[src/design/rmc_pkg.sv]
// Shared types and codes for the ramped mute controller.
package rmc_pkg;

  localparam int TIME_BITS = 24;
  localparam int DUR_BITS  = 24;
  localparam int CFG_BITS  = 24;

  localparam logic [TIME_BITS-1:0] HOLD_RESET = TIME_BITS'(564480);

  // operation codes
  localparam logic [2:0] OP_MUTE    = 3'd0;
  localparam logic [2:0] OP_UNMUTE  = 3'd1;
  localparam logic [2:0] OP_PCM     = 3'd2;
  localparam logic [2:0] OP_SILENCE = 3'd3;
  localparam logic [2:0] OP_HALTED  = 3'd4;

  // reported state codes
  localparam logic [2:0] MS_RUNNING     = 3'd0;
  localparam logic [2:0] MS_MUTING_RAMP = 3'd1;
  localparam logic [2:0] MS_MUTING_HOLD = 3'd2;
  localparam logic [2:0] MS_MUTED       = 3'd3;
  localparam logic [2:0] MS_UNMUTING    = 3'd4;

  // ramper command codes
  localparam logic [2:0] CMD_NONE         = 3'd0;
  localparam logic [2:0] CMD_SET_MUTED    = 3'd1;
  localparam logic [2:0] CMD_SET_UNMUTED  = 3'd2;
  localparam logic [2:0] CMD_BEGIN_MUTE   = 3'd3;
  localparam logic [2:0] CMD_BEGIN_UNMUTE = 3'd4;
  localparam logic [2:0] CMD_STEP_MUTE    = 3'd5;
  localparam logic [2:0] CMD_STEP_UNMUTE  = 3'd6;

  // configuration register indexes
  localparam logic REG_RAMPER_PRESENT = 1'b0;
  localparam logic REG_MUTE_HOLD_TIME = 1'b1;

  typedef struct packed {
    logic [2:0]          operation;
    logic [DUR_BITS-1:0] duration;
    logic                ramp_complete;
  } rmc_evt_t;

  typedef struct packed {
    logic [2:0] mute_state;
    logic [2:0] ramper_command;
    logic       caller_blocks;
    logic       release_waiter;
  } rmc_res_t;

  typedef struct packed {
    logic                 ramper_present;
    logic [TIME_BITS-1:0] mute_hold_time;
  } rmc_cfg_t;

endpackage

[src/design/rmc_fsm.sv]
// Mute sequencer state, per-event update and result register.
module rmc_fsm (
  input  logic              clk,
  input  logic              rst,
  input  rmc_pkg::rmc_cfg_t cfg,
  input  logic              accept,
  input  rmc_pkg::rmc_evt_t evt,
  input  logic              res_stall,
  output logic              res_valid,
  output rmc_pkg::rmc_res_t res
);
  import rmc_pkg::*;

  typedef enum logic [2:0] {
    RUNNING     = 3'd0,
    MUTING_RAMP = 3'd1,
    MUTING_HOLD = 3'd2,
    MUTED       = 3'd3,
    UNMUTING    = 3'd4
  } mode_t;

  mode_t                mode, mode_next;
  logic                 halted, halted_next;
  logic [TIME_BITS-1:0] hold_remaining, hold_remaining_next;
  logic [TIME_BITS-1:0] dur;
  logic [2:0]           cmd;
  logic                 block, release_w, muting, halted_eff;

  assign dur        = TIME_BITS'(evt.duration);
  assign muting     = (mode == MUTING_RAMP) || (mode == MUTING_HOLD);
  assign halted_eff = (evt.operation == OP_PCM) ? 1'b0 : halted;

  always_comb begin
    mode_next           = mode;
    halted_next         = halted_eff;
    hold_remaining_next = hold_remaining;
    cmd                 = CMD_NONE;
    block               = 1'b0;
    release_w           = 1'b0;
    case (evt.operation) inside
      OP_MUTE: begin
        if (!cfg.ramper_present) begin
          release_w = muting;
          mode_next = MUTED;
        end else if (mode == RUNNING || mode == UNMUTING) begin
          if (halted) begin
            mode_next = MUTED;
            cmd       = CMD_SET_MUTED;
          end else begin
            cmd = CMD_BEGIN_MUTE;
            if (evt.ramp_complete) begin
              mode_next = MUTED;
            end else begin
              mode_next = MUTING_RAMP;
              block     = 1'b1;
            end
          end
        end
      end
      OP_UNMUTE: begin
        if (!cfg.ramper_present) begin
          release_w = muting;
          mode_next = RUNNING;
        end else if (muting || mode == MUTED) begin
          release_w = muting;
          if (halted) begin
            mode_next = RUNNING;
            cmd       = CMD_SET_UNMUTED;
          end else begin
            cmd       = CMD_BEGIN_UNMUTE;
            mode_next = evt.ramp_complete ? RUNNING : UNMUTING;
          end
        end
      end
      OP_PCM, OP_SILENCE: begin
        unique case (mode)
          MUTING_RAMP: begin
            cmd = CMD_STEP_MUTE;
            if (evt.ramp_complete) begin
              mode_next           = MUTING_HOLD;
              hold_remaining_next = cfg.mute_hold_time;
            end
          end
          UNMUTING: begin
            cmd = CMD_STEP_UNMUTE;
            if (evt.ramp_complete) mode_next = RUNNING;
          end
          MUTING_HOLD: begin
            if (hold_remaining > dur) begin
              hold_remaining_next = hold_remaining - dur;
            end else begin
              hold_remaining_next = '0;
              mode_next           = MUTED;
              release_w           = 1'b1;
            end
          end
          default: begin
          end
        endcase
      end
      OP_HALTED: begin
        halted_next         = 1'b1;
        hold_remaining_next = '0;
        if (muting) begin
          mode_next = MUTED;
          cmd       = CMD_SET_MUTED;
          release_w = 1'b1;
        end else if (mode == UNMUTING) begin
          mode_next = RUNNING;
          cmd       = CMD_SET_UNMUTED;
        end
      end
      default: begin
        halted_next = halted;
      end
    endcase
  end

  always_ff @(posedge clk) begin
    if (rst) begin
      mode           <= RUNNING;
      halted         <= 1'b1;
      hold_remaining <= '0;
      res_valid      <= 1'b0;
    end else begin
      if (accept) begin
        mode               <= mode_next;
        halted             <= halted_next;
        hold_remaining     <= hold_remaining_next;
        res_valid          <= 1'b1;
        res.mute_state     <= 3'(mode_next);
        res.ramper_command <= cmd;
        res.caller_blocks  <= block;
        res.release_waiter <= release_w;
      end else if (!res_stall) begin
        res_valid <= 1'b0;
      end
    end
  end

endmodule

[src/design/ramped_mute_controller_core.sv]
// Top level of the ramped mute controller.
//
// Event channel (evt_valid/evt_stall/evt): one beat per mute request, unmute
// request, pcm or silence block, or pipeline-halted notice, with the ramper's
// completion answer for this event carried in the beat.
// Result channel (res_valid/res_stall/res): exactly one beat per event with
// the new state, the ramper command, and the block/release flags.
// Config channel (cfg_valid/cfg_ready/cfg_index/cfg_data): index 0 is
// ramper_present, index 1 is mute_hold_time; always ready, write while idle.
// The result register is loaded when the event beat is taken.
// Throughput: one event per cycle while the result is not stalled; the state
// update and the hold-count subtract/compare are combinational ahead of the result register.
// When the receiver stalls, the result register holds and evt_stall is
// raised only while a held result is not being taken in that cycle.
// Reset: state running, halted set, hold count zero, no ramper, hold time
// 564480, result register empty.
module ramped_mute_controller_core (
  input  logic                          clk,
  input  logic                          rst,
  input  logic                          evt_valid,
  output logic                          evt_stall,
  input  rmc_pkg::rmc_evt_t             evt,
  output logic                          res_valid,
  input  logic                          res_stall,
  output rmc_pkg::rmc_res_t             res,
  input  logic                          cfg_valid,
  output logic                          cfg_ready,
  input  logic                          cfg_index,
  input  logic [rmc_pkg::CFG_BITS-1:0]  cfg_data
);
  import rmc_pkg::*;

  rmc_cfg_t cfg;
  logic     accept;

  assign cfg_ready = 1'b1;
  assign evt_stall = res_valid && res_stall;
  assign accept    = evt_valid && !evt_stall;

  always_ff @(posedge clk) begin
    if (rst) begin
      cfg.ramper_present <= 1'b0;
      cfg.mute_hold_time <= HOLD_RESET;
    end else if (cfg_valid && cfg_ready) begin
      unique case (cfg_index)
        REG_RAMPER_PRESENT: cfg.ramper_present <= cfg_data[0];
        REG_MUTE_HOLD_TIME: cfg.mute_hold_time <= TIME_BITS'(cfg_data);
        default: begin
        end
      endcase
    end
  end

  rmc_fsm u_fsm (
    .clk       (clk),
    .rst       (rst),
    .cfg       (cfg),
    .accept    (accept),
    .evt       (evt),
    .res_stall (res_stall),
    .res_valid (res_valid),
    .res       (res)
  );

endmodule

[config.mk]
export PLATFORM = sky130hd
export DESIGN_NAME = ramped_mute_controller_core
export DESIGN_NICKNAME = d
export VERILOG_FILES = /design/src/design/rmc_pkg.sv /design/src/design/rmc_fsm.sv /design/src/design/ramped_mute_controller_core.sv
export SDC_FILE = /design/constraint.sdc
export NUM_CORES = 1
export LEC_CHECK = 0
export BUFFER_PORTS_ARGS = -buffer_cell sky130_fd_sc_hd__buf_2
export CORE_MARGIN = 1.5
export CORE_UTILIZATION = 40
export CTS_CLUSTER_DIAMETER = 50
export DETAILED_ROUTE_END_ITERATION = 10
export GPL_TIMING_DRIVEN = 0
export HOLD_SLACK_MARGIN = 0.02
export PLACE_DENSITY_LB_ADDON = 0.2
export SYNTH_ARGS = -nofsm -noshare
export SYNTH_HDL_FRONTEND = slang
export SYNTH_SLANG_ARGS = --single-unit
export TNS_END_PERCENT = 1
[constraint.sdc]
create_clock -name clk -period 8.07 [get_ports clk]
set_clock_uncertainty 0.1 [all_clocks]
set_input_delay 2.421 -clock clk [delete_from_list [all_inputs] [get_ports clk]]
set_output_delay 2.421 -clock clk [all_outputs]
set_load 0.02 [all_outputs]
# [After elaboration in Yosys (flattened, before gate mapping)]
# Cells that the tools add are included.
[word_totals] register_bits=62 in_bits=58 out_inout_bits=11 wordCells=100
[classes] addsub=1 order_cmp=1 eq_ne=11 muxes=54 bitwise_logic=6 n_reduce_logical=17
[ops] operator="$mux W24" n=4
[ops] operator="$mux W3" n=23
[ops] operator="$pmux W24 S2" n=1
[ops] operator="$gt A24 B24 Y1" n=1
[ops] operator="$sub A24 B24 Y24" n=1
[ops] operator="$mux W1" n=18
[ops] operator="$eq A3 B2 Y1 const B" n=4
[ops] operator="$mux W2" n=6
[ops] operator="$pmux W3 S3" n=1
[ops] operator="$reduce_and A2 Y1" n=4
[ops] operator="$eq A3 B1 Y1 const B" n=2
[ops] operator="$eq A3 B3 Y1 const B" n=2
[ops] operator="$logic_not A3 Y1" n=2
[ops] operator="$not A1 Y1" n=6
[ops] operator="$pmux W3 S2" n=1
[ops] operator="$reduce_and A6 Y1" n=1
[ops] operator="$reduce_bool A4 Y1" n=1
[ops] operator="$reduce_or A4 Y1" n=1
[ops] operator="$logic_or A1 B1 Y1" n=3
[ops] operator="$ne A3 B1 Y1 const B" n=1
[ops] operator="$ne A3 B3 Y1 const B" n=1
[ops] operator="$logic_and A1 B1 Y1" n=2
[ops] operator="$ne A2 B1 Y1 const B" n=1
[ops] operator="$reduce_bool A2 Y1" n=1
[ops] operator="2 further kinds" n=2

# [Depth between registers and ports, before layout]
[logic_depth] depth_word=7 depth_mapped=13 mapped_depth_nobuf=12

# [Modules after synthesis]
# A second synthesis with hierarchy kept.
[unflattened] hier_cells=546 hier_area_um2=4480.5
[modules_own_cells] mod="rmc_fsm" n_inst=1 cells_per_inst=436 area_per_inst_um2=3315.7 seq_area_each_um2=820.8
[modules_own_cells] mod="ramped_mute_controller_core" n_inst=1 cells_per_inst=110 area_per_inst_um2=1164.9 seq_area_each_um2=500.5

# [Worst setup path before layout]
# OpenSTA, ideal clock, no wires.
[synth_timing] path_type="input to output" from="input res_stall" to="output evt_stall" arrival_ps=2654 required_ps=5549 path_slack_ps=2895 path_stages=2 n_path_buf=0 path_cell_list="nand2_1 > inv_1"
[synth_between] elab_chain_cells=1
[synth_lines] item="start, declared" line="ramped_mute_controller_core.sv:24" rtl="input logic res_stall,"
[synth_lines] item="$logic_and A1 B1 Y1" line="ramped_mute_controller_core.sv:37" rtl="assign evt_stall = res_valid && res_stall;"
[synth_lines] item="end, declared" line="ramped_mute_controller_core.sv:21" rtl="output logic evt_stall,"
# No other way between the ends.

# [Worst setup path after layout]
# Ends and elaborated chain as after synthesis.

==> results.yml <==
finish:
  nets: 687
  n_antenna_cell: 0
  area_growth_syn_to_layout_pct: 17.0
  fillCellCount: 1025
  final_common_cell: "nand2_1"
  fin_area_sq_um: 4690
  drive_gt1_share_pct: 15.9
  mostFrequentLayoutCells: "nand2_1, buf_2, a21oi_1, dfxtp_1, nor2_1"
synthesis:
  syn_area_per_cell_sq_um: 7.59
  synth_nets: 611
  synth_top_flop_cell: "dfxtp_1"
  netlist_area_sq_um: 4010
  synth-seq-area-share_pct: 33.0
  synth.distinct_cells: 57
  synthCells: 528
  synth-edff-count: 8
  ys_ff_latch: 62
  ys_warn_count: 0
  ys_async_sr_fraction_pct: 0
place:
  place_area_sq_um: 4500
  place_congestion: 0.929
  port_buffers: 65
  dp_hpwl_um: 8280
routing:
  drt-initial-drc-count: 203
  dr.pass1.iters: 5
  wl_per_cell_um: 14.9
  drc: 0
  avgViaCountPerCell: 5.36
  ant_nets: 0
  routed_wl_um: 11000
  via_count: 3979
timing:
  setup_viol_count_final: 0
  slew_viol_final: 0
  hold_violations: 0
  tightest_slew_ps: 707
  tns_ps: 0
  post-route-period-util_pct: 66.2
  grt_setup_unrepaired: "false"
  slew_headroom_pct: 52.9
  fmax_mhz: 187
  finalCriticalPeriod_ps: 5350
clock_tree:
  cts_resized: 0
  clk_latency_ps: 360
  cts.path.max_buffers: 2
  cts_setup_buffers: 0
  root_buffer: "clkbuf_8"
  htree_levels: 3
  cts_hold_buf: 0
  clk_pin_slew_ps: 70
  numCtsBuffers: 9
  cts_tree: "built"
  clock-sinks: 62
setup_path:
  required_ps: 5550
  max_stage_delay_ps: 150
  worstSetupPathType: "in2out"
  worst-path-max-fanout: 3
  start_kind: "input pin"
  path_cells: "buf_2 -> nand2_1 -> inv_1 -> buf_2"
  path_common_cell: "buf_2"
  slowest_stage: "buf_2"
  worst_ep_arrival_time_ps: 2820
  critPathCaptureType: "primary output"
floorplanning:
  coreArea_sq_um: 9730
  start_util_pct: 41.2
  io_pins: 69
  die_h_um: 103
  placementRows: 36
  dieArea_sq_um: 10600
  die_w_um: 103
grt:
  grtUsageMet2_pct: 35.2
  grt_max_degree: 12
  gr-total-overflow: 0
  gr-usage-met3_pct: 3.46
  use_met1_pct: 28.9
  grt_pass1_vias: 3562
  antenna_found_initial: 0
  grt_pass1_wl_um: 17500
  track_usage_pct: 21.8
  globalRoute.busiestLayer: "met2"
hold_path:
  hold_class: "reg2reg"
job:
  maxCapViolCount: 0
pwr:
  power_leakage_nw: 2.12
  cellPowerDensity_nw_per_um2: 151
  ir_worst_vdd_uv: 88.0
outcome:
  outcome: "complete, no violations"
==> cell usage after synthesis (3+ instances only) <==
library cell | n | area (sq um)
nor2b_1 | 5 | 31.3
mux2i_1 | 7 | 70.1
or2_2 | 4 | 25.0
a22oi_1 | 11 | 82.6
o21ai_0 | 28 | 140
inv_1 | 31 | 116
a31oi_1 | 5 | 31.3
clkbuf_1 | 25 | 93.8
o211ai_1 | 4 | 30.0
nand2_1 | 99 | 372
dfxtp_1 | 54 | 1080
nand3b_1 | 9 | 67.6
or3_1 | 4 | 25.0
a21o_1 | 6 | 45.0
ha_1 | 24 | 300
a222oi_1 | 4 | 40.0
buf_2 | 4 | 20.0
o22ai_1 | 8 | 50.1
and3_1 | 9 | 56.3
nand4_1 | 7 | 43.8
edfxtp_1 | 8 | 240
xor2_1 | 13 | 114
xnor2_1 | 7 | 61.3
nor3_1 | 5 | 25.0
nand3_1 | 8 | 40.0
a21oi_1 | 57 | 285
o21a_1 | 3 | 22.5
nor2_1 | 40 | 150
==> final cells by class <==
| cell class | instances | area (sq um) | area share [%] |
|---|---|---|---|
| Clock buffer | 9 | 124 | 2.64 |
| Sequential cell | 62 | 1320 | 28.2 |
| Tap cell | 133 | 166 | 3.55 |
| Multi-Input combinational cell | 403 | 2440 | 52.0 |
| Clock inverter | 7 | 65.1 | 1.39 |
| Timing Repair Buffer | 65 | 325 | 6.94 |
| Buffer | 32 | 133 | 2.83 |
| Inverter | 31 | 116 | 2.48 |
==> where the power goes <==
group | leakage, nW | switching, mW | internal (mW)
sequential | 0.517 | 0.00560 | 0.322
clock | 0.0863 | 0.135 | 0.140
combinational | 1.51 | 0.0637 | 0.0406
total | 2.12 | 0.204 | 0.502
==> critical path, delay by kind of cell <==
| kind | cells | cell delay, ps |
|---|---|---|
| and+or+nand+nor | 1 | 100 |
| buffers and inverters | 3 | 310 |
==> cell families (layout without fill, tap and decap cells) <==
group           count (synthesis)  count (layout)  share of synthesized area (%)
mux                             7               7                           1.75
flops                          62              62                           33.0
compound gates                152             152                           24.3
simple gates                  198             198                           22.3
fa+ha+maj                      25              25                           7.99
buf+inv                        63             144                           6.21
other cells                     1               1                         0.0935
xor+xnor                       20              20                           4.37
==> final timing paths <==
| kind | startpoint | slack (ps) | depth (start not counted) | to |
|---|---|---|---|---|
| max | res_stall | 2720 | 4 | evt_stall |
| min | cfg[18] | 360 | 2 | cfg[18] |
| max reg2reg | u_fsm.hold_remaining[0] | 4960 | 13 | u_fsm.hold_remaining[20] |
| min reg2reg | cfg[18] | 360 | 2 | cfg[18] |
==> sequential cells by signal (all words and copies together) (netlist names) <==
register	flops
u_fsm.res_valid	1
u_fsm.res	8
cfg	25
u_fsm.hold_remaining	24
u_fsm.halted	1
u_fsm.mode	3
==> layer usage <==
| metal | up-vias | routed length, um |
|---|---|---|
| li1 | 2007 | - |
| met1 | 1828 | 5150 |
| met2 | 127 | 5140 |
| met3 | 17 | 540 |
| met4 | 0 | 207 |
| met5 | - | 0 |
==> metrics by stage <==
stage	setup WS [ps]	hold slack, ps	utilization [%]	cells	total power, mW
after floorplan	2900	325	-	528	0.402
after global placement	2730	336	46.3	726	0.437
after detailed placement	2730	350	46.3	726	0.438
after CTS	2720	361	48.2	742	0.713
after global routing	2700	385	48.2	742	0.742
final	2720	361	48.2	742	0.707
No activity file was read; power rests on OpenSTA's default activity.
